**src/rtl/fnvlp_pkg.sv**
```systemverilog
package fnvlp_pkg;

	localparam int SLOTS        = 1024;
	localparam int SLOT_W       = $clog2(SLOTS);
	localparam int COUNT_W      = SLOT_W + 1;
	localparam int KEY_BYTES    = 4;
	localparam int BYTE_IDX_W   = 3;
	localparam int KEY_W        = 32;
	localparam int VALUE_W      = 32;
	localparam int SLOT_FIELD_W = 10;

	localparam logic [31:0] FNV_OFFSET = 32'h811c9dc5;
	localparam logic [31:0] FNV_PRIME  = 32'h01000193;

	typedef enum logic {
		OP_INSERT = 1'b0,
		OP_LOOKUP = 1'b1
	} op_t;

	typedef enum logic [1:0] {
		ST_INSERTED = 2'd0,
		ST_FOUND    = 2'd1,
		ST_MISSING  = 2'd2,
		ST_FULL     = 2'd3
	} status_t;

	// Commands from the controller to the datapath.
	typedef struct packed {
		logic    clr_step;
		logic    load;
		logic    hash_step;
		logic    probe_adv;
		logic    ins_write;
		logic    out_load;
		status_t out_status;
	} cmd_t;

	// Status from the datapath back to the controller.
	typedef struct packed {
		logic clr_last;
		logic hash_last;
		logic lookup;
		logic full;
		logic occ;
		logic match;
		logic probe_last;
		logic out_busy;
	} sts_t;

endpackage

```
**src/rtl/fnvlp_ctrl.sv**
```systemverilog
module fnvlp_ctrl (
	input  logic              clk,
	input  logic              arst_n,
	input  logic              in_valid,
	output logic              in_ready,
	input  fnvlp_pkg::sts_t   sts,
	output fnvlp_pkg::cmd_t   cmd
);

	typedef enum logic [5:0] {
		S_CLEAR = 6'b000001,
		S_IDLE  = 6'b000010,
		S_HASH  = 6'b000100,
		S_READ  = 6'b001000,
		S_CHECK = 6'b010000,
		S_DONE  = 6'b100000
	} state_t;

	state_t             state_q, state_d;
	fnvlp_pkg::status_t res_q, res_d;

	assign in_ready = (state_q == S_IDLE);

	always_comb begin
		state_d        = state_q;
		res_d          = res_q;
		cmd            = '0;
		cmd.out_status = res_q;
		case (state_q)
			S_CLEAR: begin
				cmd.clr_step = 1'b1;
				if (sts.clr_last) begin
					state_d = S_IDLE;
				end
			end
			S_IDLE: begin
				if (in_valid) begin
					cmd.load = 1'b1;
					state_d  = S_HASH;
				end
			end
			S_HASH: begin
				cmd.hash_step = 1'b1;
				if (sts.hash_last) begin
					if (!sts.lookup && sts.full) begin
						res_d   = fnvlp_pkg::ST_FULL;
						state_d = S_DONE;
					end else begin
						state_d = S_READ;
					end
				end
			end
			S_READ: begin
				state_d = S_CHECK;
			end
			S_CHECK: begin
				if (sts.lookup) begin
					if (!sts.occ) begin
						res_d   = fnvlp_pkg::ST_MISSING;
						state_d = S_DONE;
					end else if (sts.match) begin
						res_d   = fnvlp_pkg::ST_FOUND;
						state_d = S_DONE;
					end else if (sts.probe_last) begin
						res_d   = fnvlp_pkg::ST_MISSING;
						state_d = S_DONE;
					end else begin
						cmd.probe_adv = 1'b1;
						state_d       = S_READ;
					end
				end else begin
					if (!sts.occ) begin
						cmd.ins_write = 1'b1;
						res_d         = fnvlp_pkg::ST_INSERTED;
						state_d       = S_DONE;
					end else if (sts.probe_last) begin
						res_d   = fnvlp_pkg::ST_FULL;
						state_d = S_DONE;
					end else begin
						cmd.probe_adv = 1'b1;
						state_d       = S_READ;
					end
				end
			end
			S_DONE: begin
				if (!sts.out_busy) begin
					cmd.out_load = 1'b1;
					state_d      = S_IDLE;
				end
			end
			default: begin
				state_d = S_CLEAR;
			end
		endcase
	end

	always_ff @(posedge clk or negedge arst_n) begin
		if (!arst_n) begin
			state_q <= S_CLEAR;
		end else begin
			state_q <= state_d;
		end
	end

	always_ff @(posedge clk) begin
		res_q <= res_d;
	end

endmodule

```
**config.mk**
```make
export PLATFORM = sky130hd
export DESIGN_NAME = fnvlp_ctrl
export DESIGN_NICKNAME = d
export VERILOG_FILES = /design/src/rtl/fnvlp_pkg.sv /design/src/rtl/fnvlp_ctrl.sv
export SDC_FILE = /design/constraint.sdc
export NUM_CORES = 1
export LEC_CHECK = 0
export ABC_AREA = 0
export BUFFER_PORTS_ARGS = -buffer_cell sky130_fd_sc_hd__buf_4
export CAP_MARGIN = 25
export CORE_UTILIZATION = 35
export CTS_CLUSTER_DIAMETER = 200
export DETAILED_ROUTE_END_ITERATION = 7
export PLACE_DENSITY_LB_ADDON = 0.15
export SETUP_SLACK_MARGIN = 0.05
export SLEW_MARGIN = 20
export SYNTH_ARGS = -nofsm -noshare
export SYNTH_HDL_FRONTEND = slang
export SYNTH_SLANG_ARGS = --single-unit
```
**constraint.sdc**
```tcl
create_clock -name clk -period 3.3 [get_ports clk]
set_input_delay 0.825 -clock clk [delete_from_list [all_inputs] [get_ports clk]]
set_output_delay 0.825 -clock clk [all_outputs]
set_load 0.05 [all_outputs]
```
==> Yosys cells after proc, flatten, opt, wreduce, memory -nomap -nowiden <==
Index checks and enable logic that the tools add are counted.
{ "word_totals": {"reg_bits": 8, "in_bits": 11, "out_inout_bits": 9, "wordCells": 54} }
{ "classes": {"eq_ne": 13, "muxes": 34, "n_reduce_logical": 5} }
{ "ops": {"columns": ["operator", "count"], "rows": [
  ["6-bit 2-to-1 mux", 10],
  ["6-bit one-hot mux with 6 select lines", 1],
  ["2-bit 2-to-1 mux", 9],
  ["1-bit 2-to-1 mux", 13],
  ["2-bit != test (second input constant)", 5],
  ["4-bit != test (second input constant)", 2],
  ["6-bit by 1-bit == test with 1-bit output (second input constant)", 1],
  ["6-bit by 2-bit == test with 1-bit output (second input constant)", 1],
  ["6-bit by 3-bit == test with 1-bit output (second input constant)", 1],
  ["6-bit by 4-bit == test with 1-bit output (second input constant)", 1],
  ["6-bit by 5-bit == test with 1-bit output (second input constant)", 1],
  ["6-bit == test (second input constant)", 1],
  ["5-bit AND reduction", 1],
  ["2-bit one-hot mux with 2 select lines", 1],
  ["4-bit AND reduction", 1],
  ["2-bit nonzero test", 1],
  ["1-bit logical AND", 1],
  ["1-bit logical NOT", 1]
]} }

==> Longest topological paths before layout <==
Gate-level depths: netlist of the first run.
{ "depth": {"depth_word": 5, "mapped_depth": 4, "mapped_depth_nobuf": 4} }

==> Least setup slack after synthesis of the first run <==
OpenSTA, ideal clock, no wires.
{ "synth_timing": {"path_type": "flip-flop to output port", "from": "register state_q[1]", "to": "output port cmd[3] in the netlist's numbering", "arrival_ns": 2.542, "required_ns": 2.475, "setup_slack_ns": -0.067, "path_stages_with_launch": 3, "path_buffers": 0, "path_cell_list": "dfrtp_1 > or4_4 > nor4_1"} }
{ "synth_lines": {"columns": ["item", "line_no", "rtl"], "rows": [
  ["start, declared", "fnvlp_ctrl.sv:19", "state_t state_q, state_d;"],
  ["start signal, assigned", "fnvlp_ctrl.sv:101", "state_q <= state_d;"],
  ["end, declared", "fnvlp_ctrl.sv:7", "output fnvlp_pkg::cmd_t cmd"]
]} }

==> flow_summary.toml, run 1 <==
[status]
outcome = "completed"

[die]
fp.dieH_um = 40.61
start_util_pct = 38.65
rows = 13
die_area_um2 = 1649
fp.dieW_um = 40.61
pin_count = 20
coreArea_um2 = 1350

[place]
place_area_um2 = 689.4
post-place-ws_ns = 0.8410
port-buffer-count = 19
routabilityCongestion = 0.8093
dp_cells = 86
dp_hpwl_um = 891.4

[routing]
drc = 0
vias = 487
drtAntennaViolNets = 0
firstDrtPassIters = 4
avgRoutedWirePerCell_um = 12.50
vias_per_cell = 5.411
drtIter0Drc = 14
wirelength_um = 1125

[pwr]
swShare_pct = 42.95
irDropWorstVdd_mv = 0.4333
p_leak_uw = 0.0003338
combPwrFrac_pct = 43.0
power.density_nw_per_um2 = 581.9
power_frac_clock_pct = 20.3
switchingPower_uw = 178.9
power.internal_uw = 237.6
power_frac_seq_pct = 36.8

[synth]
synth-seq-area-share_pct = 40.53
yosysMostFrequentCell = "nand2_1"
synth_area_leaders = "dfrtp_1 (24%), edfxtp_1 (12%), dfstp_2 (5.0%)"
syn_area_um2 = 521.8
synth_warnings = 0
synthArstFlopShare_pct = 75.00
synth.top_cell.area_share_pct = 23.98
synth_nets = 63
ys_types = 30
avgSynthCellArea_um2 = 10.03
synth_commonest_cells = "nand2_1 (6), dfrtp_1 (5), o21ai_0 (5)"
synth_flop_cell = "dfrtp_1"
synth.ff_latch_count = 8
synth-edff-count = 2
synth_area_leader_cell = "dfrtp_1"
synth_cells = 52

[sta]
slew_headroom_pct = 68.22
post-route-period-util_pct = 82.77
max_freq_mhz = 366.1
setup_tns_ns = 0
post-route-min-period_ns = 2.732
setup_viol = 0
clock_skew_ns = 0.004238
hold_viol = 0
worstMarginPinSlew_ns = 0.4728
setup_ws_ns = 0.5684
maxSlewViolCount = 0
rsz0062_at_grt = "false"

[critical_path]
worst_setup_path_end_kind = "output port"
start_kind = "flop"
crit_start = "state_q[1]"
worst_ep_required_time_ns = 2.47
path_class = "reg -> out"
cp.arrival_ns = 1.91
critPathMaxFanout = 7
reg2reg_from = "state_q[4]"

[layout]
final_layout_size_suffix_gt1_share_pct = 42.67
synthToLayoutAreaGrowth_pct = 37.17
utilization_pct = 53.01
antenna_cells = 0
instances_no_fill = 90
num-nets-final = 87
final_area_um2 = 715.7
fill_cells = 131

[hold_path]
hold_class = "in -> async"

[clock_tree]
insertion_delay_ns = 0.26
clkTransAtPathRegs_ns = 0.06
postCtsSetupBuffers = 0
tritoncts = "done"
ctsRootBufferMaster = "clkbuf_4"
postCtsHoldBufs = 0
cts_buffers = 3
cts.sinks = 8
cts_resized = 0
cts_max_path_buffers = 2
h-tree-depth = 1

[flow_run]
cap_violations = 0

[global_routing]
antenna_found_initial = 0
grt_overflow = 0
grt_usage_pct = 17.22
grt_pass1_wl_um = 1731
first_global_vias = 393
grt_start_max_net_pins = 9
[power groups by stage]
| stage | Combinational [uW] | Sequential [uW] | Clock, uW |
|---|---|---|---|
| floorplan | 130 | 149 | 0 |
| global placement | 179 | 153 | 0 |
| detailed placement | 179 | 154 | 0 |
| CTS | 179 | 153 | 87.7 |
| global route | 190 | 157 | 91.2 |
| finish | 179 | 153 | 84.5 |
[per-stage QoR]
step / hold WS, ns / total power (uW)
finish: 0.3590 / 416.5
global route: 0.3504 / 437.5
CTS: 0.3521 / 419.7
detailed placement: 0.5284 / 333.2
global placement: 0.5243 / 332.0
floorplan: 0.4729 / 279.1
[layer usage]
metal | share of wire (%) | GRT usage [%] | vias up
met4 | 1.9 | 10.00 | 0
met5 | 0 | 0 | -
met2 | 43 | 21.43 | 14
met3 | 5.4 | 6.522 | 2
li1 | - | - | 245
met1 | 50 | 24.58 | 226
[flip-flops by register name (all words and copies together), names as in the netlist]
name	flops
state_q	6
res_q	2
[cells in the final DEF (no fill, tap or decap), types with 2 or more instances in the layout]
cell type / Yosys / routed
o21ai_0: 5 / 5
nand2b_1: 4 / 4
buf_4: 0 / 19
edfxtp_1: 2 / 2
nor2_1: 4 / 4
clkbuf_4: 0 / 3
nor4_1: 3 / 2
nand2_1: 6 / 6
dfrtp_1: 5 / 5
nor4_2: 1 / 2
[cell type report]
cell class | instances | area [um2] | share of cell area, %
well taps | 15 | 18.77 | 2.622
inverters | 1 | 3.754 | 0.5245
flip-flops and latches | 8 | 211.5 | 29.55
repair buffers | 19 | 142.6 | 19.93
clock buffers | 4 | 26.28 | 3.671
multi-input cells | 43 | 312.8 | 43.71
[kinds of logic (layout without fill, tap and decap cells)]
group,Yosys count,count (layout),synth area share (%)
simple gates,31,31,43.41
flops,8,8,40.53
compound gates,11,11,13.67
buf+inv,1,24,0.7187
xor+xnor,1,1,1.679
[worst max-delay path, stage by stage, from the launching register on]
cell and delay, ns:
dfrtp_1 0.47, or4_4 0.59, nor4b_4 0.34, buf_4 0.25
[worst paths after layout]
kind | to | slack [ns] | depth (start not counted)
worst max-delay path | cmd[4] | 0.57 | 3
worst min-delay path | state_q[2] | 0.36 | 1
worst max register to register | res_q[1] | 1.36 | 4
worst min register to register | state_q[4] | 0.55 | 1
max in group asynchronous | state_q[0] | 2.74 | 1
min in group clk | state_q[4] | 0.55 | 1
No activity file was read; power rests on OpenSTA's default activity.
==> run 2, diff against run 1 <==
- clock period: 3.3 -> 2.8 ns (I/O delays scaled with it)
==> run 2 against run 1 <==
Routed wire length rose by 0.98%. First-iteration DRC count fell by 57%. Count of clock-buffer cells in the layout did not move. Sequential power rose by 20%. Register-to-register slack got worse by 0.48 ns. Sequential share of layout area fell by 0.31 points. Global-route usage rose by 0.15 points.
==> flow_summary.toml, run 2 (same netlist as run 1, synthesis figures left out) <==
[flow_run]
cap_violations = 0

[die]
die_area_um2 = 1649
start_util_pct = 38.65
rows = 13
pin_count = 20
fp.dieH_um = 40.61
fp.dieW_um = 40.61
coreArea_um2 = 1350

[routing]
vias = 466
drtAntennaViolNets = 0
avgRoutedWirePerCell_um = 12.62
vias_per_cell = 5.178
drc = 0
drtIter0Drc = 6
firstDrtPassIters = 3
wirelength_um = 1136

[critical_path]
crit_path_cell_trace = "or4_4 > nor3b_2 > and2b_1 > buf_4"
worst_ep_required_time_ns = 2.10
max_stage_delay_ns = 0.60
start_kind = "flop"
cp.arrival_ns = 1.91
critPathBufInv = 1
worst_setup_path_end_kind = "output port"
slowest_stage = "or4_4"
path_class = "reg -> out"
reg2reg_from = "state_q[4]"
critPathMaxFanout = 7
crit_family = "simple AND/OR/NAND/NOR gates"
crit_start = "state_q[1]"

[clock_tree]
cts_max_path_buffers = 2
cts_resized = 0
postCtsSetupBuffers = 0
cts_buffers = 3
h-tree-depth = 1
postCtsHoldBufs = 0
insertion_delay_ns = 0.25
cts.sinks = 8
tritoncts = "done"
ctsRootBufferMaster = "clkbuf_4"
clkTransAtPathRegs_ns = 0.06

[global_routing]
grt_pass1_wl_um = 1676
antenna_found_initial = 0
grt_start_max_net_pins = 9
grt_overflow = 0
grt_usage_pct = 17.37
first_global_vias = 422

[sta]
post-route-period-util_pct = 93.32
post-route-min-period_ns = 2.613
maxSlewViolCount = 0
rsz0062_at_grt = "false"
hold_viol = 0
worstMarginPinSlew_ns = 0.4561
clock_skew_ns = 0.002024
setup_tns_ns = 0
setup_viol = 0
slew_headroom_pct = 69.34
max_freq_mhz = 382.7

[pwr]
p_leak_uw = 0.0003361
irDropWorstVdd_mv = 0.4552
power.density_nw_per_um2 = 680.4

[layout]
largest_reg_flops = 6
final_area_um2 = 723.2
reg_top3 = "state_q (6), res_q (2)"
antenna_cells = 0
regMostFlops = "state_q"
final_layout_size_suffix_gt1_share_pct = 45.33
layout_commonest_cell = "buf_4"
layout_common_cells = "buf_4 (19), nand2_1 (6), o21ai_0 (5), dfrtp_1 (5), nand2b_1 (4)"
synthToLayoutAreaGrowth_pct = 38.61
num-nets-final = 87

[place]
dp_hpwl_um = 897.8
routabilityCongestion = 0.7351
place_area_um2 = 696.9
port-buffer-count = 19

[status]
outcome = "completed"

[hold_path]
hold_class = "in -> async"
## run 2: cell count changes in the layout (fill, tap and decap cells not counted)
cell / change
nor2_1: -1
nor2_2: +1
nor3b_1: -1
nor3b_2: +1
## run 2: final timing paths
path,cells past startpoint,endpoint,slack [ns]
min in group clk,1,state_q[4],0.54
max in group asynchronous,1,state_q[0],2.36
max reg2reg,4,res_q[1],0.88
min reg2reg,1,state_q[4],0.54
max,4,cmd[2],0.19
min,1,state_q[4],0.24
## run 2: stage by stage
step           hold slack [ns]  instances  setup WS [ns]  util, %  power [uW]
2_1_floorplan           0.4044         52        0.08192        -       336.6
3_3_place_gp            0.5141         86         0.4841    51.62       399.4
3_5_place_dp            0.5134         86         0.4546    51.62       399.9
4_1_cts                 0.2334         90         0.1737    53.57       498.4
5_1_grt                 0.2249         90        0.05768    53.57       523.9
6_report                0.2414         90         0.1870    53.57       492.0
## run 2: final cells by class
type | count | area (um2)
clock buffers | 4 | 26.28
fillers | 125 | 626.9
inverters | 1 | 3.754
multi-input cells | 43 | 320.3
flip-flops and latches | 8 | 211.5
well taps | 15 | 18.77
repair buffers | 19 | 142.6
## run 2: report_power, final
| group | internal (uW) | leakage [uW] | switching, uW |
|---|---|---|---|
| sequential | 142 | 0.000102 | 41.3 |
| combinational | 87.5 | 0.000219 | 126 |
| clock | 54.6 | 0.0000150 | 40.5 |
| total | 284 | 0.000336 | 208 |
## run 2: worst reg2reg max path, delay by kind of cell, from the launching register on
family / cells / cell delay (ns)
DFF: 1 / 0.47
and+or+nand+nor: 3 / 1.00
AOI/OAI and AO/OA: 1 / 0.16
## run 2: per-layer routing
metal	share of wire, %	track usage, %
met5	0	0
met4	3.7	17.50
met3	4.2	4.891
met2	46	24.60
met1	46	20.34
==> run 3, diff against run 2 <==
- PLACE_DENSITY: default -> 0.61
- PLACE_DENSITY_LB_ADDON: 0.15 -> default
- clock period: 2.8 -> 2.79 ns (I/O delays scaled with it)
==> run 3 against run 2 <==
Worst setup slack got worse by 0.019 ns. Die area unchanged. Via count is 4.5% higher. Clock power is 4.2% lower. Total power fell by 0.88%. Critical path depth shrank 1. Routed wire length increased by 3.6%. First-iteration DRC count fell by 33%.
==> flow_summary.toml, run 3 (same netlist as run 1, synthesis figures left out) <==
[die]
fp.dieW_um = 40.61
fp.dieH_um = 40.61
start_util_pct = 38.65
die_area_um2 = 1649
pin_count = 20
rows = 13
coreArea_um2 = 1350

[routing]
firstDrtPassIters = 4
avgRoutedWirePerCell_um = 13.08
wirelength_um = 1177
drc = 0
vias = 487
drtAntennaViolNets = 0
vias_per_cell = 5.411
drtIter0Drc = 4

[layout]
num-nets-final = 87
layout_commonest_cell = "buf_4"
layout_common_cells = "buf_4 (19), nand2_1 (6), o21ai_0 (5), dfrtp_1 (5), nand2b_1 (4)"
synthToLayoutAreaGrowth_pct = 38.61
final_layout_size_suffix_gt1_share_pct = 45.33
reg_top3 = "state_q (6), res_q (2)"
antenna_cells = 0
regMostFlops = "state_q"
largest_reg_flops = 6

[pwr]
p_leak_uw = 0.0003361
irDropWorstVdd_mv = 0.4058
power.internal_uw = 285.1
combPwrFrac_pct = 44.1
switchingPower_uw = 202.6
power.density_nw_per_um2 = 674.4
swShare_pct = 41.55
power_frac_seq_pct = 37.2
power_frac_clock_pct = 18.7

[critical_path]
slowest_stage = "or4_4"
max_stage_delay_ns = 0.60
crit_path_cell_trace = "or4_4 > nor4b_4 > buf_4"
reg2reg_from = "state_q[4]"
worst_ep_required_time_ns = 2.09
start_kind = "flop"
worst_setup_path_end_kind = "output port"
path_class = "reg -> out"
critPathMaxFanout = 7
cp.arrival_ns = 1.92
crit_start = "state_q[1]"

[clock_tree]
insertion_delay_ns = 0.25
h-tree-depth = 1
postCtsSetupBuffers = 0
cts_max_path_buffers = 2
cts_buffers = 3
cts_resized = 0
postCtsHoldBufs = 0
cts.sinks = 8
tritoncts = "done"
clkTransAtPathRegs_ns = 0.05
ctsRootBufferMaster = "clkbuf_4"

[sta]
post-route-min-period_ns = 2.622
holdWs_ns = 0.2423
rsz0062_at_grt = "false"
max_freq_mhz = 381.3
slew_headroom_pct = 67.37
clock_skew_ns = 0.007036
setup_tns_ns = 0
post-route-period-util_pct = 93.99
hold_viol = 0
setup_viol = 0
worstMarginPinSlew_ns = 0.4853
maxSlewViolCount = 0

[global_routing]
grt_start_max_net_pins = 9
grt_overflow = 0
first_global_vias = 420
grt_usage_pct = 18.37
antenna_found_initial = 0
grt_pass1_wl_um = 1863

[hold_path]
hold_class = "in -> async"

[place]
routabilityCongestion = 0.7651
port-buffer-count = 19
dp_hpwl_um = 976.8

[flow_run]
cap_violations = 0

[status]
outcome = "completed"
-- run 3: worst paths after layout --
check | endpoint | slack (ns) | cells after the start
min reg2reg | state_q[4] | 0.53 | 1
max | cmd[4] | 0.17 | 3
max reg2reg | res_q[1] | 0.81 | 4
min in group clk | state_q[4] | 0.53 | 1
min | state_q[4] | 0.24 | 1
max in group asynchronous | state_q[0] | 2.35 | 1
-- run 3: routing by layer --
layer	vias up	wire [um]	global-route usage [%]
li1	240	-	-
met3	2	44	8.152
met5	-	0	0
met4	0	6	5.000
met1	233	541	22.85
met2	12	585	28.57
-- run 3: critical path, delay by kind of cell, from the launching register on --
family | cells | cell delay, ns
buffers and inverters | 1 | 0.25
flip-flops | 1 | 0.47
AND/OR/NAND/NOR | 2 | 0.96
-- run 3: area by class of cell --
class	instances	area, um2
Inverter	1	3.754
Sequential cell	8	211.5
Fill cell	131	626.9
Timing Repair Buffer	19	142.6
Clock buffer	4	26.28
Multi-Input combinational cell	43	320.3
Tap cell	15	18.77
-- run 3: power by group through the flow --
stage,Clock [uW],Combinational [uW],Sequential (uW)
global placement,0,216,183
CTS,95.4,217,182
floorplan,0,160,177
detailed placement,0,216,184
finish,91.1,215,181
global route,104,233,186
-- run 3: stage by stage --
step / instance area (um2) / setup WS, ns / power (uW) / utilization (%) / instances
CTS: 723.2 / 0.1460 / 494.2 / 53.57 / 90
floorplan: 535.5 / 0.07442 / 337.8 / - / 52
detailed placement: 696.9 / 0.4214 / 400.1 / 51.62 / 86
global route: 723.2 / 0.1001 / 523.5 / 53.57 / 90
global placement: 696.9 / 0.4647 / 399.3 / 51.62 / 86
finish: 723.2 / 0.1676 / 487.7 / 53.57 / 90
